$ cat src/design/vvcc_to_annexb_converter_defines.svh
`ifndef VVCC_TO_ANNEXB_CONVERTER_DEFINES_SVH
`define VVCC_TO_ANNEXB_CONVERTER_DEFINES_SVH

// same-cycle implication, sampled on clk, off during reset
`define VTA_ASSERT_NOW(lbl, ante, cons, msg) \
  lbl: assert property (@(posedge clk) disable iff (!rst_n) (ante) |-> (cons)) \
    else $error(msg);

// next-cycle implication, sampled on clk, off during reset
`define VTA_ASSERT_NEXT(lbl, ante, cons, msg) \
  lbl: assert property (@(posedge clk) disable iff (!rst_n) (ante) |=> (cons)) \
    else $error(msg);

`endif

$ cat src/design/vta_pkg.sv
`timescale 1ns / 1ps

package vta_pkg;

  localparam int SIZE_BITS = 16;
  localparam int CFG_W     = 16;
  localparam int SUM_W     = ((SIZE_BITS > CFG_W) ? SIZE_BITS : CFG_W) + 1;

  localparam int APB_AW      = 3;
  localparam int APB_DW      = 32;
  localparam int APB_IDX_LSB = 2;
  localparam logic [APB_AW-APB_IDX_LSB-1:0] REG_TOTAL_SIZE = '0;

  localparam int FIFO_DEPTH = 4;

  localparam int SC_LEN   = 4;
  localparam int SC_CNT_W = $clog2(SC_LEN);
  localparam logic [SC_CNT_W-1:0] SC_LAST = SC_CNT_W'(SC_LEN - 1);
  localparam logic [7:0] SC_ZERO_BYTE = 8'h00;
  localparam logic [7:0] SC_ONE_BYTE  = 8'h01;

  localparam logic [CFG_W-1:0] MIN_RECORD = CFG_W'(3);
  localparam int LVL_FLAG_BITS = 6;
  localparam logic [4:0] NAL_TYPE_OPI = 5'd12;
  localparam logic [4:0] NAL_TYPE_DCI = 5'd13;

  localparam logic [1:0] ST_OK    = 2'd0;
  localparam logic [1:0] ST_TRUNC = 2'd1;
  localparam logic [1:0] ST_NONE  = 2'd2;

  typedef enum logic [15:0] {
    PH_FLAG      = 16'b0000_0000_0000_0001,
    PH_PTL_HDR   = 16'b0000_0000_0000_0010,
    PH_PTL_CI    = 16'b0000_0000_0000_0100,
    PH_SKIP_PTL  = 16'b0000_0000_0000_1000,
    PH_FLAGS     = 16'b0000_0000_0001_0000,
    PH_SKIP_LVL  = 16'b0000_0000_0010_0000,
    PH_SUBPROF   = 16'b0000_0000_0100_0000,
    PH_SKIP_TAIL = 16'b0000_0000_1000_0000,
    PH_NUMARR    = 16'b0000_0001_0000_0000,
    PH_ARR_TYPE  = 16'b0000_0010_0000_0000,
    PH_CNT_HI    = 16'b0000_0100_0000_0000,
    PH_CNT_LO    = 16'b0000_1000_0000_0000,
    PH_LEN_HI    = 16'b0001_0000_0000_0000,
    PH_LEN_LO    = 16'b0010_0000_0000_0000,
    PH_PAYLOAD   = 16'b0100_0000_0000_0000,
    PH_DONE      = 16'b1000_0000_0000_0000
  } phase_t;

  typedef enum logic [1:0] {
    CMD_DATA  = 2'd0,
    CMD_START = 2'd1,
    CMD_END   = 2'd2
  } cmd_kind_t;

  typedef struct packed {
    logic [7:0] in_byte;
    logic       in_last;
  } in_item_t;

  typedef struct packed {
    logic [7:0] out_byte;
    logic       byte_valid;
    logic       out_last;
    logic [1:0] status;
  } out_item_t;

  typedef struct packed {
    cmd_kind_t  kind;
    logic [7:0] data;
    logic       last;
    logic [1:0] status;
  } cmd_t;

endpackage

$ cat src/design/vvcc_to_annexb_converter.sv
`timescale 1ns / 1ps
// Channel  Dir  Handshake                     Beat
// in_      in   in_valid / in_ready           in_data: in_byte, in_last
// out_     out  out_valid / out_ready         out_data: out_byte, byte_valid, out_last, status
// cfg      in   psel penable pwrite / pready  total_size at byte address 0
//
// One record byte per cycle; a NAL length byte expands to four start-code beats,
// which the output side emits while the input keeps going.
// Input stalls only while the four-entry command queue between parser and emitter is full.
// An output beat passes through the command queue and then the output register after its input beat is accepted.
// Synchronous reset clears parser, queue pointers, output valid, start-code counter and total_size.

module vvcc_to_annexb_converter (
  input  logic                        clk,
  input  logic                        rst_n,
  input  logic                        in_valid,
  output logic                        in_ready,
  input  vta_pkg::in_item_t           in_data,
  output logic                        out_valid,
  input  logic                        out_ready,
  output vta_pkg::out_item_t          out_data,
  input  logic                        psel,
  input  logic                        penable,
  input  logic                        pwrite,
  input  logic [vta_pkg::APB_AW-1:0]  paddr,
  input  logic [vta_pkg::APB_DW-1:0]  pwdata,
  output logic [vta_pkg::APB_DW-1:0]  prdata,
  output logic                        pready
);

  logic [vta_pkg::CFG_W-1:0] total_size_r;
  logic                      reg_sel;
  logic                      push, pop, full, head_valid;
  vta_pkg::cmd_t             push_cmd, head;

  assign pready  = 1'b1;
  assign reg_sel = (paddr[vta_pkg::APB_AW-1:vta_pkg::APB_IDX_LSB] == vta_pkg::REG_TOTAL_SIZE);

  always_ff @(posedge clk) begin
    if (!rst_n) begin
      total_size_r <= '0;
    end else if (psel && penable && pwrite && pready && reg_sel) begin
      total_size_r <= pwdata[vta_pkg::CFG_W-1:0];
    end
  end

  always_comb begin
    prdata = '0;
    if (reg_sel) begin
      prdata = vta_pkg::APB_DW'(total_size_r);
    end
  end

  vta_front u_front (
    .clk        (clk),
    .rst_n      (rst_n),
    .in_valid   (in_valid),
    .in_ready   (in_ready),
    .in_data    (in_data),
    .total_size (total_size_r),
    .fifo_full  (full),
    .push       (push),
    .push_cmd   (push_cmd)
  );

  vta_fifo u_fifo (
    .clk        (clk),
    .rst_n      (rst_n),
    .push       (push),
    .push_cmd   (push_cmd),
    .pop        (pop),
    .full       (full),
    .head_valid (head_valid),
    .head       (head)
  );

  vta_back u_back (
    .clk        (clk),
    .rst_n      (rst_n),
    .head_valid (head_valid),
    .head       (head),
    .pop        (pop),
    .out_valid  (out_valid),
    .out_ready  (out_ready),
    .out_data   (out_data)
  );

endmodule

$ cat src/design/vta_front.sv
`timescale 1ns / 1ps
`include "vvcc_to_annexb_converter_defines.svh"

module vta_front (
  input  logic                       clk,
  input  logic                       rst_n,
  input  logic                       in_valid,
  output logic                       in_ready,
  input  vta_pkg::in_item_t          in_data,
  input  logic [vta_pkg::CFG_W-1:0]  total_size,
  input  logic                       fifo_full,
  output logic                       push,
  output vta_pkg::cmd_t              push_cmd
);

  vta_pkg::phase_t                 phase_r, phase_nxt;
  logic [vta_pkg::SIZE_BITS-1:0]   pos_r, pos_nxt, pos_inc;
  logic [2:0]                      sc_r, sc_nxt;
  logic [15:0]                     skip_r, skip_nxt;
  logic [7:0]                      arrays_r, arrays_nxt;
  logic [15:0]                     nals_r, nals_nxt;
  logic [7:0]                      hi_r, hi_nxt;
  logic                            produced_r, produced_nxt;
  logic                            trunc_r, trunc_nxt;

  logic                            acc;
  logic [7:0]                      b;
  logic [15:0]                     word;
  logic [2:0]                      lvl_cnt;
  logic [vta_pkg::CFG_W-1:0]       addend, nd_addend;
  logic                            fits, nd_fits;
  logic                            gen;
  vta_pkg::cmd_kind_t              gen_kind;
  logic                            final_trunc;

  assign in_ready = !fifo_full;
  assign acc      = in_valid && in_ready;
  assign b        = in_data.in_byte;
  assign word     = {hi_r, b};
  assign pos_inc  = (pos_r == '1) ? pos_r : pos_r + 1'b1;

  always_comb begin
    lvl_cnt = '0;
    for (int k = 0; k < vta_pkg::LVL_FLAG_BITS; k++) begin
      if ((4'(k) + 4'd1 < {1'b0, sc_r}) && b[7-k]) begin
        lvl_cnt = lvl_cnt + 3'd1;
      end
    end
  end

  always_comb begin
    unique case (phase_r)
      vta_pkg::PH_FLAG:     addend = b[0] ? 16'd2 : 16'd1;
      vta_pkg::PH_PTL_CI:   addend = 16'(b[5:0]) + 16'd1;
      vta_pkg::PH_FLAGS:    addend = 16'(lvl_cnt) + 16'd1;
      vta_pkg::PH_SUBPROF:  addend = 16'({b, 2'b00}) + 16'd6;
      vta_pkg::PH_NUMARR:   addend = 16'd3;
      vta_pkg::PH_ARR_TYPE: addend = 16'd2;
      vta_pkg::PH_CNT_LO:   addend = (word == '0) ? 16'd3 : 16'd2;
      vta_pkg::PH_LEN_LO:   addend = word;
      default:              addend = 16'd1;
    endcase
  end

  assign nd_addend = (nals_r == 16'd1) ? 16'd3 : 16'd2;
  assign fits    = (vta_pkg::SUM_W'(pos_inc) + vta_pkg::SUM_W'(addend))
                   <= vta_pkg::SUM_W'(total_size);
  assign nd_fits = (vta_pkg::SUM_W'(pos_inc) + vta_pkg::SUM_W'(nd_addend))
                   <= vta_pkg::SUM_W'(total_size);

  always_comb begin
    phase_nxt    = phase_r;
    pos_nxt      = pos_r;
    sc_nxt       = sc_r;
    skip_nxt     = skip_r;
    arrays_nxt   = arrays_r;
    nals_nxt     = nals_r;
    hi_nxt       = hi_r;
    produced_nxt = produced_r;
    trunc_nxt    = trunc_r;
    gen          = 1'b0;
    gen_kind     = vta_pkg::CMD_DATA;

    if (phase_r != vta_pkg::PH_DONE) begin
      pos_nxt = pos_inc;
    end

    unique case (phase_r)
      vta_pkg::PH_FLAG: begin
        if (total_size < vta_pkg::MIN_RECORD) begin
          phase_nxt = vta_pkg::PH_DONE;
        end else begin
          if (b[0]) begin
            skip_nxt = 16'd2;
          end
          phase_nxt = !fits ? vta_pkg::PH_DONE :
                      b[0] ? vta_pkg::PH_PTL_HDR : vta_pkg::PH_NUMARR;
          trunc_nxt = trunc_r | !fits;
        end
      end
      vta_pkg::PH_PTL_HDR: begin
        if (skip_r == 16'd1) begin
          sc_nxt = b[6:4];
        end
        skip_nxt = skip_r - 16'd1;
        if (skip_nxt == '0) begin
          phase_nxt = fits ? vta_pkg::PH_PTL_CI : vta_pkg::PH_DONE;
          trunc_nxt = trunc_r | !fits;
        end
      end
      vta_pkg::PH_PTL_CI: begin
        skip_nxt  = 16'(b[5:0]) + 16'd1;
        phase_nxt = fits ? vta_pkg::PH_SKIP_PTL : vta_pkg::PH_DONE;
        trunc_nxt = trunc_r | !fits;
      end
      vta_pkg::PH_SKIP_PTL: begin
        skip_nxt = skip_r - 16'd1;
        if (skip_nxt == '0) begin
          phase_nxt = !fits ? vta_pkg::PH_DONE :
                      (sc_r > 3'd1) ? vta_pkg::PH_FLAGS : vta_pkg::PH_SUBPROF;
          trunc_nxt = trunc_r | !fits;
        end
      end
      vta_pkg::PH_FLAGS: begin
        skip_nxt  = 16'(lvl_cnt);
        phase_nxt = !fits ? vta_pkg::PH_DONE :
                    (lvl_cnt != '0) ? vta_pkg::PH_SKIP_LVL : vta_pkg::PH_SUBPROF;
        trunc_nxt = trunc_r | !fits;
      end
      vta_pkg::PH_SKIP_LVL: begin
        skip_nxt = skip_r - 16'd1;
        if (skip_nxt == '0) begin
          phase_nxt = fits ? vta_pkg::PH_SUBPROF : vta_pkg::PH_DONE;
          trunc_nxt = trunc_r | !fits;
        end
      end
      vta_pkg::PH_SUBPROF: begin
        skip_nxt  = addend;
        phase_nxt = fits ? vta_pkg::PH_SKIP_TAIL : vta_pkg::PH_DONE;
        trunc_nxt = trunc_r | !fits;
      end
      vta_pkg::PH_SKIP_TAIL: begin
        skip_nxt = skip_r - 16'd1;
        if (skip_nxt == '0) begin
          phase_nxt = fits ? vta_pkg::PH_NUMARR : vta_pkg::PH_DONE;
          trunc_nxt = trunc_r | !fits;
        end
      end
      vta_pkg::PH_NUMARR: begin
        arrays_nxt = b;
        phase_nxt  = (b == '0 || !fits) ? vta_pkg::PH_DONE : vta_pkg::PH_ARR_TYPE;
      end
      vta_pkg::PH_ARR_TYPE: begin
        arrays_nxt = arrays_r - 8'd1;
        if (b[4:0] == vta_pkg::NAL_TYPE_OPI || b[4:0] == vta_pkg::NAL_TYPE_DCI) begin
          nals_nxt  = 16'd1;
          phase_nxt = fits ? vta_pkg::PH_LEN_HI : vta_pkg::PH_DONE;
          trunc_nxt = trunc_r | !fits;
        end else begin
          phase_nxt = vta_pkg::PH_CNT_HI;
        end
      end
      vta_pkg::PH_CNT_HI: begin
        hi_nxt    = b;
        phase_nxt = vta_pkg::PH_CNT_LO;
      end
      vta_pkg::PH_CNT_LO: begin
        nals_nxt = word;
        if (word == '0) begin
          phase_nxt = (arrays_r == '0 || !fits) ? vta_pkg::PH_DONE : vta_pkg::PH_ARR_TYPE;
        end else begin
          phase_nxt = fits ? vta_pkg::PH_LEN_HI : vta_pkg::PH_DONE;
          trunc_nxt = trunc_r | !fits;
        end
      end
      vta_pkg::PH_LEN_HI: begin
        hi_nxt    = b;
        phase_nxt = vta_pkg::PH_LEN_LO;
      end
      vta_pkg::PH_LEN_LO: begin
        if (!fits) begin
          phase_nxt = vta_pkg::PH_DONE;
          trunc_nxt = 1'b1;
        end else begin
          gen          = 1'b1;
          gen_kind     = vta_pkg::CMD_START;
          produced_nxt = 1'b1;
          if (word == '0) begin
            nals_nxt = nals_r - 16'd1;
            if (nals_r != 16'd1) begin
              phase_nxt = nd_fits ? vta_pkg::PH_LEN_HI : vta_pkg::PH_DONE;
              trunc_nxt = trunc_r | !nd_fits;
            end else begin
              phase_nxt = (arrays_r == '0 || !nd_fits) ? vta_pkg::PH_DONE
                                                      : vta_pkg::PH_ARR_TYPE;
            end
          end else begin
            skip_nxt  = word;
            phase_nxt = vta_pkg::PH_PAYLOAD;
          end
        end
      end
      vta_pkg::PH_PAYLOAD: begin
        gen      = 1'b1;
        gen_kind = vta_pkg::CMD_DATA;
        skip_nxt = skip_r - 16'd1;
        if (skip_nxt == '0) begin
          nals_nxt = nals_r - 16'd1;
          if (nals_r != 16'd1) begin
            phase_nxt = nd_fits ? vta_pkg::PH_LEN_HI : vta_pkg::PH_DONE;
            trunc_nxt = trunc_r | !nd_fits;
          end else begin
            phase_nxt = (arrays_r == '0 || !nd_fits) ? vta_pkg::PH_DONE
                                                    : vta_pkg::PH_ARR_TYPE;
          end
        end
      end
      vta_pkg::PH_DONE: begin
        phase_nxt = vta_pkg::PH_DONE;
      end
      default: begin
        phase_nxt = vta_pkg::PH_DONE;
      end
    endcase
  end

  assign final_trunc = trunc_nxt | (phase_nxt != vta_pkg::PH_DONE);

  always_comb begin
    push_cmd.kind   = gen ? gen_kind : vta_pkg::CMD_END;
    push_cmd.data   = b;
    push_cmd.last   = in_data.in_last;
    push_cmd.status = vta_pkg::ST_OK;
    if (in_data.in_last) begin
      push_cmd.status = !produced_nxt ? vta_pkg::ST_NONE :
                        final_trunc   ? vta_pkg::ST_TRUNC : vta_pkg::ST_OK;
    end
  end

  assign push = acc && (gen || in_data.in_last);

  always_ff @(posedge clk) begin
    if (!rst_n || (acc && in_data.in_last)) begin
      phase_r    <= vta_pkg::PH_FLAG;
      pos_r      <= '0;
      sc_r       <= '0;
      skip_r     <= '0;
      arrays_r   <= '0;
      nals_r     <= '0;
      hi_r       <= '0;
      produced_r <= 1'b0;
      trunc_r    <= 1'b0;
    end else if (acc) begin
      phase_r    <= phase_nxt;
      pos_r      <= pos_nxt;
      sc_r       <= sc_nxt;
      skip_r     <= skip_nxt;
      arrays_r   <= arrays_nxt;
      nals_r     <= nals_nxt;
      hi_r       <= hi_nxt;
      produced_r <= produced_nxt;
      trunc_r    <= trunc_nxt;
    end
  end

  `VTA_ASSERT_NEXT(a_last_restarts, acc && in_data.in_last, phase_r == vta_pkg::PH_FLAG, "parser did not restart after final byte")
  `VTA_ASSERT_NOW(a_flag_at_zero, phase_r == vta_pkg::PH_FLAG, pos_r == '0, "byte position not zero in flag phase")
  `VTA_ASSERT_NOW(a_start_marks_produced, push && push_cmd.kind == vta_pkg::CMD_START, produced_nxt, "start code without produced mark")

endmodule

$ cat src/design/vta_fifo.sv
`timescale 1ns / 1ps
`include "vvcc_to_annexb_converter_defines.svh"

module vta_fifo (
  input  logic          clk,
  input  logic          rst_n,
  input  logic          push,
  input  vta_pkg::cmd_t push_cmd,
  input  logic          pop,
  output logic          full,
  output logic          head_valid,
  output vta_pkg::cmd_t head
);

  localparam int PTR_W = $clog2(vta_pkg::FIFO_DEPTH);
  localparam int CNT_W = $clog2(vta_pkg::FIFO_DEPTH + 1);

  vta_pkg::cmd_t    mem_r [vta_pkg::FIFO_DEPTH];
  logic [PTR_W-1:0] wr_ptr_r, rd_ptr_r;
  logic [CNT_W-1:0] count_r, count_nxt;

  assign full       = (count_r == CNT_W'(vta_pkg::FIFO_DEPTH));
  assign head_valid = (count_r != '0);
  assign head       = mem_r[rd_ptr_r];

  always_comb begin
    count_nxt = count_r;
    if (push && !pop) begin
      count_nxt = count_r + 1'b1;
    end else if (!push && pop) begin
      count_nxt = count_r - 1'b1;
    end
  end

  always_ff @(posedge clk) begin
    if (push) begin
      mem_r[wr_ptr_r] <= push_cmd;
    end
  end

  always_ff @(posedge clk) begin
    if (!rst_n) begin
      wr_ptr_r <= '0;
      rd_ptr_r <= '0;
      count_r  <= '0;
    end else begin
      if (push) begin
        wr_ptr_r <= wr_ptr_r + 1'b1;
      end
      if (pop) begin
        rd_ptr_r <= rd_ptr_r + 1'b1;
      end
      count_r <= count_nxt;
    end
  end

  `VTA_ASSERT_NOW(a_no_overflow, push, !full || pop, "push into full queue")
  `VTA_ASSERT_NOW(a_no_underflow, pop, head_valid, "pop from empty queue")

endmodule

$ cat src/design/vta_back.sv
`timescale 1ns / 1ps
`include "vvcc_to_annexb_converter_defines.svh"

module vta_back (
  input  logic               clk,
  input  logic               rst_n,
  input  logic               head_valid,
  input  vta_pkg::cmd_t      head,
  output logic               pop,
  output logic               out_valid,
  input  logic               out_ready,
  output vta_pkg::out_item_t out_data
);

  logic                          out_valid_r, out_valid_nxt;
  vta_pkg::out_item_t            out_data_r, out_data_nxt;
  logic [vta_pkg::SC_CNT_W-1:0]  sc_cnt_r, sc_cnt_nxt;
  logic                          load;
  logic                          sc_end;

  assign load   = !out_valid_r || out_ready;
  assign sc_end = (sc_cnt_r == vta_pkg::SC_LAST);

  always_comb begin
    out_valid_nxt = out_valid_r;
    out_data_nxt  = out_data_r;
    sc_cnt_nxt    = sc_cnt_r;
    pop           = 1'b0;
    if (load) begin
      out_valid_nxt = head_valid;
      if (head_valid) begin
        unique case (head.kind)
          vta_pkg::CMD_START: begin
            out_data_nxt.out_byte   = sc_end ? vta_pkg::SC_ONE_BYTE : vta_pkg::SC_ZERO_BYTE;
            out_data_nxt.byte_valid = 1'b1;
            out_data_nxt.out_last   = sc_end && head.last;
            out_data_nxt.status     = sc_end ? head.status : vta_pkg::ST_OK;
            sc_cnt_nxt              = sc_cnt_r + 1'b1;
            pop                     = sc_end;
          end
          vta_pkg::CMD_DATA: begin
            out_data_nxt.out_byte   = head.data;
            out_data_nxt.byte_valid = 1'b1;
            out_data_nxt.out_last   = head.last;
            out_data_nxt.status     = head.status;
            pop                     = 1'b1;
          end
          vta_pkg::CMD_END: begin
            out_data_nxt.out_byte   = vta_pkg::SC_ZERO_BYTE;
            out_data_nxt.byte_valid = 1'b0;
            out_data_nxt.out_last   = 1'b1;
            out_data_nxt.status     = head.status;
            pop                     = 1'b1;
          end
          default: begin
            out_valid_nxt = 1'b0;
            pop           = 1'b1;
          end
        endcase
      end
    end
  end

  always_ff @(posedge clk) begin
    if (!rst_n) begin
      out_valid_r <= 1'b0;
      sc_cnt_r    <= '0;
    end else begin
      out_valid_r <= out_valid_nxt;
      sc_cnt_r    <= sc_cnt_nxt;
    end
  end

  always_ff @(posedge clk) begin
    out_data_r <= out_data_nxt;
  end

  assign out_valid = out_valid_r;
  assign out_data  = out_data_r;

  `VTA_ASSERT_NOW(a_sc_mid_on_start, sc_cnt_r != '0, head_valid && head.kind == vta_pkg::CMD_START, "start code split from its command")
  `VTA_ASSERT_NOW(a_status_only_last, out_valid_r && !out_data_r.out_last, out_data_r.status == vta_pkg::ST_OK, "status set on non-final beat")

endmodule

$ cat config.mk
export PLATFORM = sky130hd
export DESIGN_NAME = vvcc_to_annexb_converter
export DESIGN_NICKNAME = d
export VERILOG_FILES = /design/src/design/vta_pkg.sv /design/src/design/vvcc_to_annexb_converter.sv /design/src/design/vta_front.sv /design/src/design/vta_fifo.sv /design/src/design/vta_back.sv
export VERILOG_INCLUDE_DIRS = /design/src /design/src/design
export SDC_FILE = /design/constraint.sdc
export NUM_CORES = 1
export LEC_CHECK = 0
export BUFFER_PORTS_ARGS = -buffer_cell sky130_fd_sc_hd__buf_4
export CAP_MARGIN = 5
export CORE_AREA = 2 2 223 225
export CTS_CLUSTER_SIZE = 30
export DETAILED_ROUTE_END_ITERATION = 8
export DIE_AREA = 0 0 225 227
export PLACE_DENSITY = 0.51
export SLEW_MARGIN = 10
export SYNTH_ARGS = -nofsm -noshare
export SYNTH_HDL_FRONTEND = slang
export SYNTH_SLANG_ARGS = --single-unit
$ cat constraint.sdc
create_clock -name clk -period 8.44 [get_ports clk]
set_input_delay 0.422 -clock clk [delete_from_list [all_inputs] [get_ports clk]]
set_output_delay 0.422 -clock clk [all_outputs]
set_load 0.01 [all_outputs]
==> run_results.csv, run 1 <==
group,metric,value,unit
die,dieArea,0.0511,mm²
critical_path,critPathMaxFanout,7,
critical_path,cpPeakStageDelay,0.54,ns
placement,hpwlAfterDp,25.4,mm
routing,final_antenna_net_count,0,
die,fp.dieH,227,µm
critical_path,path_class,"reg -> reg",
routing,drt_pre_antenna_iters,5,
critical_path,cp-end-kind,"flip-flop",
grt,grtUsageTotal,13.5,%
clock_tree,clk_latency,0.47,ns
timing,worstMarginPinSlew,1.06,ns
routing,routed_wl,34.6,mm
routing,drt_iter0_drc,736,
timing,slew_headroom,29.3,%
timing,period_minus_slack,7.94,ns
critical_path,critPathSlowestCell,"a2111oi_0",
finish,drive_gt1_share,13.5,%
routing,vias_per_cell,5.07,
critical_path,r2r_slack,0.50,ns
pwr,leakagePower,5.20,nW
pwr,p_switching,0.920,mW
synthesis,synth.most_common_cell,"nand2_1",
clock_tree,cts_num_sinks,177,
timing,hold_slack,0.213,ns
synthesis,synth_seq_cells,177,
pwr,p_per_area,193,mW/mm²
synthesis,synth_top_area_share,18.8,%
finish,stdcell_count,2074,
finish,diodes,0,
run_status,status,"finished, final reports clean",
finish,multi_input_area,0.00733,mm²
pwr,power.share.clock,32.3,%
routing,drt-wirelength-per-cell,16.7,µm
pwr,peakVddDrop,0.140,mV
critical_path,crit_arrival,8.32,ns
die,start_util,24.8,%
die,coreArea,0.0485,mm²
placement,gp_congestion,0.885,
critical_path,crit_top_cell,"ha_1",
synthesis,synthCells,1398,
die,ios,98,
grt,antenna_found_initial,0,
synthesis,syn_area_per_cell,8.61,µm²
grt,grt_max_degree,67,
synthesis,synth_cell_types,88,
timing,drv_slew,0,
synthesis,ys_top_cells_by_count,"161 x nand2_1, 143 x nor2_1, 113 x dfxtp_1, 87 x a21oi_1, 74 x ha_1",
pwr,seq_power_share,38.5,%
synthesis,synth.area.top_cells,"dfxtp_1 19%, edfxtp_1 16%, ha_1 7.7%",
clock_tree,clockRootBuffer,"clkbuf_16",
timing,finalHoldViolCount,0,
finish,regArea,0.00419,mm²
synthesis,yosys.area.top_type,"dfxtp_1",
timing,max_freq,126,MHz
timing,finalSetupViolations,0,
critical_path,crit_required,8.83,ns
placement,numPortBuffers,62,
grt,grt_pass1_vias,9848,
grt,gr-total-overflow,0,
timing,finClkSkew,0.0192,ns
synthesis,ys_async_sr_fraction,0,%
flow_run,maxCapViolCount,0,
routing,vias,10500,
synthesis,synth-edff-count,64,
synthesis,yosys_warnings,0,
grt,grt_pass1_wl,54.0,mm
timing,min_period_over_period,94.0,%
clock_tree,htreeDepth,4,
synthesis,ys.flop_type,"dfxtp_1",
clock_tree,numCtsBuffers,17,
finish,fillers,5132,
synthesis,synthesis.area,0.0120,mm²
die,die_x,225,µm
finish,synthToLayoutAreaGrowth,15.0,%
finish,nNetsFinal,1566,
placement,dp.cells,2040,
pwr,p_comb_share,29.3,%
clock_tree,cts_tree,"built",
pwr,internal-power,1.76,mW
pwr,p_sw_share,34.4,%
routing,remaining_drc_errors,0,
critical_path,crit_path_start_kind,"flip-flop",
clock_tree,cts.reportedPaths.clkPinSlew,0.08,ns
synthesis,seq_area_frac_synth,34.8,%
worst_hold_path,hp-class,"in -> reg",
die,num_rows,81,
clock_tree,cts_buffer_depth,2,
path summary, 6_finish.rpt:
check                  start                 end  depth (start not counted)
max          u_front.sc_r[2]   u_fifo.count_r[2]                         37
min               in_data[0]  u_fifo.mem_r[0][2]                          1
max reg2reg  u_front.sc_r[2]   u_fifo.count_r[2]                         37
min reg2reg  u_front.hi_r[4]     u_front.hi_r[4]                          2
cell families (layout without fill, tap and decap cells):
group / after synthesis / in the layout / synth area share [%]
AND/OR/NAND/NOR: 551 / 551 / 23.0
AO/OA/AOI/OAI: 343 / 343 / 19.5
flip-flops: 177 / 177 / 34.8
buffers and inverters: 146 / 185 / 5.44
adder cells (fa/ha/maj): 76 / 76 / 8.02
XOR/XNOR: 73 / 73 / 5.31
multiplexers: 30 / 30 / 3.87
other: 2 / 17 / 0.0624
final cells by class:
| type | instances | share of cell area, % |
|---|---|---|
| clock buffers | 17 | 3.07 |
| clock inverters | 15 | 1.47 |
| inverters | 60 | 1.63 |
| multi-input cells | 1090 | 52.9 |
| flip-flops and latches | 177 | 30.2 |
| well taps | 622 | 5.62 |
| repair buffers | 93 | 5.04 |
through the flow:
stage | util, % | instance area (µm²) | worst slack, ns | setup TNS, ns | power (mW)
2_1_floorplan | - | 12100 | 0.614 | 0 | 1.57
3_3_place_gp | 27.1 | 13100 | 0.207 | 0 | 1.82
3_5_place_dp | 27.1 | 13100 | -0.0236 | -0.0236 | 1.83
4_1_cts | 28.4 | 13800 | 0.00856 | 0 | 2.70
5_1_grt | 28.5 | 13800 | -0.0533 | -0.0533 | 2.84
6_report | 28.5 | 13800 | 0.504 | 0 | 2.68
cell usage in the layout, fill, tap and decap left out, types with 14 or more instances in the layout:
master	instances
a211oi_1	15
a21boi_0	20
a21o_1	15
a21oi_1	85
and2_1	25
buf_4	93
clkbuf_16	17
conb_1	17
dfxtp_1	112
edfxtp_1	64
ha_1	74
inv_1	60
mux2i_1	14
nand2_1	160
nand3_1	25
nand4_1	24
nor2_1	142
nor2b_1	24
nor3_1	39
nor4_1	21
o21ai_0	68
o31ai_1	14
xnor2_1	34
xor2_1	38
per-layer routing:
layer	track usage, %	routed length, µm
met3	2.47	1610
met1	17.9	16100
met5	0	0
met4	4.68	706
met2	22.0	16100
state kept, by name (all words and copies together), names as in the netlist, 8 cells and up, named ones only:
name              cells
u_fifo.mem_r         52
u_front.phase_r      16
u_front.skip_r       16
u_front.hi_r          8
u_front.pos_r        16
u_back.out_data      12
u_front.arrays_r      8
u_front.nals_r       16
total_size_r         16
timing repair:
action | in CTS | in global routing
pin swaps | 0 | 6
hold buffers | 0 | 0
resized for setup | 1 | 14
setup endpoints to repair | 1 | 76
setup buffers | 0 | 2
hold endpoints to repair | 0 | 0
worst max-delay path, delay by kind of cell, from the launching register on:
family                   cells  cell delay, ns
AO/OA/AOI/OAI               17            3.34
XOR/XNOR                     5            0.86
adder cells (fa/ha/maj)      7            2.15
buffers and inverters        3            0.31
flip-flops                   1            0.36
multiplexers                 1            0.19
AND/OR/NAND/NOR              4            0.65
power groups by stage:
stage	clock network (mW)	registers [mW]	logic, mW
final	0.863	1.03	0.784
after global routing	0.923	1.04	0.870
after CTS	0.888	1.03	0.780
after detailed placement	0	1.05	0.776
after global placement	0	1.05	0.767
after floorplan	0	1.03	0.537
Power figures use the tool's default switching activity.
==> run 2, diff against run 1 <==
CTS_CLUSTER_DIAMETER = 150   (was not set)
GPL_ROUTABILITY_DRIVEN = 0   (was not set)
SYNTH_HIERARCHICAL = 1   (was not set)
==> run_results.csv, run 2 <==
group,metric,value,unit
critical_path,cpPeakStageDelay,0.40,ns
clock_tree,cts_num_sinks,177,
pwr,peakVddDrop,0.151,mV
clock_tree,cts_buffer_depth,2,
grt,antenna_found_initial,0,
die,fp.dieH,227,µm
die,start_util,24.9,%
synthesis,yosys_warnings,6,
grt,grtUsageTotal,13.5,%
finish,diodes,0,
die,coreArea,0.0485,mm²
pwr,p_sw_share,33.5,%
placement,hpwlAfterDp,25.4,mm
synthesis,ys_async_sr_fraction,0,%
die,die_x,225,µm
timing,slew_headroom,18.3,%
critical_path,crit_top_cell,"ha_1",
synthesis,synth_seq_cells,177,
grt,grt_max_degree,79,
synthesis,synthesis.area,0.0121,mm²
clock_tree,htreeDepth,4,
pwr,seq_power_share,40.5,%
grt,use_met2,23.2,%
pwr,p_switching,0.845,mW
grt,grtUsageMet1,16.9,%
pwr,p_per_area,183,mW/mm²
critical_path,crit_required,8.82,ns
critical_path,cp-end-kind,"flip-flop",
critical_path,crit_arrival,8.40,ns
timing,worstMarginPinSlew,1.21,ns
clock_tree,numCtsBuffers,17,
timing,max_freq,125,MHz
routing,vias_per_cell,5.07,
timing,finClkSkew,0.0107,ns
synthesis,seq_area_frac_synth,34.7,%
timing,fin_setup_tns,0,ns
routing,remaining_drc_errors,0,
worst_hold_path,hp-class,"in -> reg",
critical_path,path_class,"reg -> reg",
routing,drt_pre_antenna_iters,5,
die,num_rows,81,
finish,multi_input_area,0.00728,mm²
finish,nNetsFinal,1552,
synthesis,synth_top_area_share,18.8,%
pwr,p_comb_share,27.7,%
pwr,leakagePower,5.16,nW
timing,hold_slack,0.214,ns
finish,largest_reg_flops,52,
routing,drt-wirelength-per-cell,16.7,µm
synthesis,ys_top_cells_by_count,"148 x nor2_1, 144 x nand2_1, 113 x dfxtp_1, 74 x ha_1, 67 x o21ai_0",
clock_tree,clockRootBuffer,"clkbuf_16",
routing,drt_iter0_drc,1016,
critical_path,critPathMaxFanout,7,
clock_tree,cts_tree,"built",
timing,finalHoldViolCount,0,
routing,final_antenna_net_count,0,
finish,mostFrequentLayoutCell,"nor2_1",
finish,drive_gt1_share,13.1,%
grt,grt_pass1_vias,9976,
grt,grt.busiest_layer,"met2",
finish,final_cell_area,0.0138,mm²
finish,regMostFlops,"u_fifo/mem_r",
finish,mostFrequentLayoutCells,"147 x nor2_1, 143 x nand2_1, 111 x dfxtp_1",
pwr,internal-power,1.68,mW
die,ios,98,
synthesis,synth.area.top_cells,"dfxtp_1 19%, edfxtp_1 16%, ha_1 7.7%",
synthesis,synth.most_common_cell,"nor2_1",
critical_path,critPathSlowestCell,"o41ai_2",
synthesis,synthCells,1394,
die,dieArea,0.0511,mm²
critical_path,crit_path_start_kind,"flip-flop",
routing,vias,10400,
clock_tree,cts.reportedPaths.clkPinSlew,0.08,ns
clock_tree,clk_latency,0.45,ns
timing,drv_slew,0,
run_status,status,"finished, final reports clean",
finish,synthToLayoutAreaGrowth,14.4,%
synthesis,syn_area_per_cell,8.65,µm²
pwr,power.share.clock,31.8,%
clock_tree,ctsHoldBuffers,0,
flow_run,maxCapViolCount,0,
grt,gr-total-overflow,0,
placement,numPortBuffers,62,
grt,grt_use_met3,1.87,%
synthesis,synth_cell_types,88,
finish,fillers,5122,
routing,routed_wl,34.4,mm
grt,grt_pass1_wl,54.6,mm
timing,min_period_over_period,95.0,%
timing,finalSetupViolations,0,
synthesis,ys.flop_type,"dfxtp_1",
synthesis,synth-edff-count,64,
synthesis,yosys.area.top_type,"dfxtp_1",
timing,period_minus_slack,8.02,ns
placement,placed_area,0.0131,mm²
finish,regArea,0.00419,mm²
run 2: cell count changes after synthesis, moves of 17 or more:
cell and change:
mux2i_1 +24, nand2_1 -17, a21boi_0 -18, a21oi_1 -26
run 2: final timing paths:
check | slack (ns) | cells after the start | start | to
worst max-delay path | 0.42 | 39 | u_front/sc_r[1] | u_fifo/count_r[2]
worst min-delay path | 0.21 | 1 | in_data[0] | u_fifo/mem_r[0][2]
worst max register to register | 0.42 | 39 | u_front/sc_r[1] | u_fifo/count_r[2]
worst min register to register | 0.47 | 2 | u_back/sc_cnt_r[1] | u_back/sc_cnt_r[1]
run 2: cell type report:
cell class | instances | share of cell area, %
clock buffer | 17 | 3.08
timing repair buffer | 98 | 5.33
tap | 622 | 5.64
sequential | 177 | 30.3
clock inverter | 15 | 1.17
multi-input combinational | 1068 | 52.7
inverter | 63 | 1.71
run 2: cell families (layout without fill, tap and decap cells):
| kind of cell | after synthesis | in the layout | share of synthesized area (%) |
|---|---|---|---|
| multiplexers | 54 | 54 | 5.94 |
| AND/OR/NAND/NOR | 555 | 555 | 23.4 |
| other | 2 | 17 | 0.0623 |
| buffers and inverters | 164 | 193 | 6.42 |
| adder cells (fa/ha/maj) | 76 | 76 | 8.01 |
| flip-flops | 177 | 177 | 34.7 |
| AO/OA/AOI/OAI | 297 | 297 | 16.5 |
| XOR/XNOR | 69 | 69 | 5.01 |
run 2: critical path, delay by kind of cell, from the launching register on:
kind / cells / cell delay (ns)
mux: 3 / 0.68
simple gates: 9 / 1.56
compound gates: 11 / 1.83
flops: 1 / 0.32
buf+inv: 4 / 0.54
fa+ha+maj: 9 / 2.55
xor+xnor: 3 / 0.46
run 2: routing by layer:
layer | part of all wire (%) | vias up
met5 | 0 | -
met4 | 3.6 | 0
met3 | 4.0 | 75
met2 | 49 | 291
met1 | 44 | 4993
li1 | - | 5076
run 2: power by group through the flow:
stage	sequential, mW	combinational, mW	clock (mW)
2_1_floorplan	1.02	0.491	0
3_3_place_gp	1.04	0.679	0
3_5_place_dp	1.04	0.686	0
4_1_cts	1.02	0.690	0.832
5_1_grt	1.03	0.781	0.859
6_report	1.02	0.698	0.802
run 2: through the flow:
stage	power, mW	setup slack, ns	instances	util [%]
detailed placement	1.73	0.0364	2024	27.0
finish	2.52	0.425	2060	28.4
CTS	2.55	0.0964	2056	28.2
floorplan	1.51	0.193	1409	-
global route	2.67	-0.0264	2060	28.4
global placement	1.72	0.147	2024	27.0
run 2: what timing repair did:
action | in CTS | in global routing
resized for setup | 1 | 25
buffers inserted | 0 | 4
endpoints found under the setup margin | 1 | 56
pin swaps | 0 | 19
==> run 3, diff against run 2 <==
CTS_BUF_LIST = sky130_fd_sc_hd__clkbuf_4 sky130_fd_sc_hd__clkbuf_8   (was not set)
==> run_results.csv, run 3 (synthesis gave the netlist of run 2 again) <==
group,metric,value,unit
timing,finClkSkew,0.0149,ns
routing,drt_pre_antenna_iters,5,
clock_tree,numCtsBuffers,17,
timing,finalSetupViolations,0,
finish,regMostFlops,"u_fifo/mem_r",
finish,stdcell_count,2059,
routing,remaining_drc_errors,0,
grt,grt_pass1_wl,54.4,mm
critical_path,critPathMaxFanout,4,
grt,grt_pass1_vias,9971,
die,die_x,225,µm
finish,nNetsFinal,1551,
critical_path,cp.buffers_inverters,3,
die,fp.dieH,227,µm
critical_path,r2r_end,"u_fifo/count_r[2]",
finish,largest_reg_flops,52,
finish,mostFrequentLayoutCell,"nor2_1",
grt,grt_max_degree,79,
placement,dp.cells,2024,
die,dieArea,0.0511,mm²
critical_path,cp-end-kind,"flip-flop",
die,start_util,24.9,%
placement,numPortBuffers,62,
critical_path,critPathSlowestCell,"o41ai_2",
routing,routed_wl,34.4,mm
worst_hold_path,hp-class,"in -> reg",
grt,grtUsageTotal,13.5,%
finish,postLayoutCoreUtil,28.2,%
clock_tree,cts_buffer_depth,2,
pwr,peakVddDrop,0.132,mV
placement,hpwlAfterDp,25.4,mm
clock_tree,clk_latency,0.51,ns
routing,final_antenna_net_count,0,
grt,gr-total-overflow,0,
critical_path,worstReg2RegStart,"u_front/sc_r[1]",
critical_path,worst_r2r_path_depth,39,
clock_tree,cts.reportedPaths.clkPinSlew,0.11,ns
clock_tree,cts_num_sinks,177,
flow_run,maxCapViolCount,0,
routing,drt-wirelength-per-cell,16.7,µm
critical_path,crit_path_start_kind,"flip-flop",
finish,mostFrequentLayoutCells,"147 x nor2_1, 142 x nand2_1, 110 x dfxtp_1",
timing,min_period_over_period,95.3,%
timing,finalHoldViolCount,0,
critical_path,path_class,"reg -> reg",
finish,diodes,0,
clock_tree,clockRootBuffer,"clkbuf_8",
timing,max_freq,124,MHz
placement,post-place-ws,0.0364,ns
routing,vias_per_cell,5.08,
finish,drive_gt1_share,13.6,%
grt,antenna_found_initial,0,
clock_tree,htreeDepth,4,
die,ios,98,
timing,period_minus_slack,8.04,ns
die,num_rows,81,
clock_tree,cts_tree,"built",
critical_path,critPathCapture,"u_fifo/count_r[2]",
critical_path,cpPeakStageDelay,0.39,ns
timing,worstMarginPinSlew,1.19,ns
timing,fin_setup_tns,0,ns
critical_path,cp_num_cells,39,
timing,drv_slew,0,
critical_path,crit_top_cell,"ha_1",
run_status,status,"finished, final reports clean",
die,coreArea,0.0485,mm²
pwr,leakagePower,5.07,nW
timing,timing.final.ws_setup,0.399,ns
critical_path,r2r_slack,0.40,ns
timing,slew_headroom,19.6,%
critical_path,crit_arrival,8.47,ns
routing,drt_iter0_drc,1027,
critical_path,crit_required,8.87,ns
routing,vias,10500,
pwr,total_power,2.32,mW
pwr,p_per_area,170,mW/mm²
finish,synthToLayoutAreaGrowth,13.4,%
clock_tree,ctsHoldBuffers,0,
critical_path,cp-startpoint,"u_front/sc_r[1]",
critical_path,crit_family,"adder cells",
==> run 3: where the power goes <==
group / switching [mW] / internal, mW
registers: 0.0614 / 0.960
logic: 0.402 / 0.296
clock network: 0.358 / 0.247
==> run 3: area by class of cell <==
class,instances,area [µm²]
fill,5128,34900
multi-input combinational,1068,7350
sequential,177,4190
tap,622,778
timing repair buffer,97,728
inverter,63,236
clock buffer,17,234
clock inverter,15,161
==> run 3: how the worst min path moves through the flow <==
| stage | cells after the start | start | end |
|---|---|---|---|
| after floorplan | 2 | u_back/sc_cnt_r[1] | u_back/sc_cnt_r[1] |
| after global placement | 2 | u_back/sc_cnt_r[1] | u_back/sc_cnt_r[1] |
| after detailed placement | 2 | u_back/sc_cnt_r[1] | u_back/sc_cnt_r[1] |
| after CTS | 1 | in_data[0] | u_fifo/mem_r[0][2] |
| after global routing | 1 | in_data[0] | u_fifo/mem_r[1][2] |
| final | 1 | in_data[0] | u_fifo/mem_r[0][2] |
==> run 3: timing repair <==
item | 4_1_cts | 5_1_grt
gates resized for setup | 1 | 37
pin swaps | 0 | 24
endpoints found under the setup margin | 1 | 58
buffers inserted | 0 | 3
==> run 3: stage by stage <==
step	hold WS [ns]	area, µm²
floorplan	0.438	12100
global placement	0.446	13100
detailed placement	0.457	13100
CTS	0.118	13500
global route	0.140	13700
finish	0.157	13700
==> run 3: routing by layer <==
layer	part of all wire (%)	vias to the layer above	track usage (%)
met1	44	5023	16.8
met5	0	-	0
li1	-	5077	-
met2	49	285	23.2
met4	3.3	0	5.73
met3	4.0	78	2.03
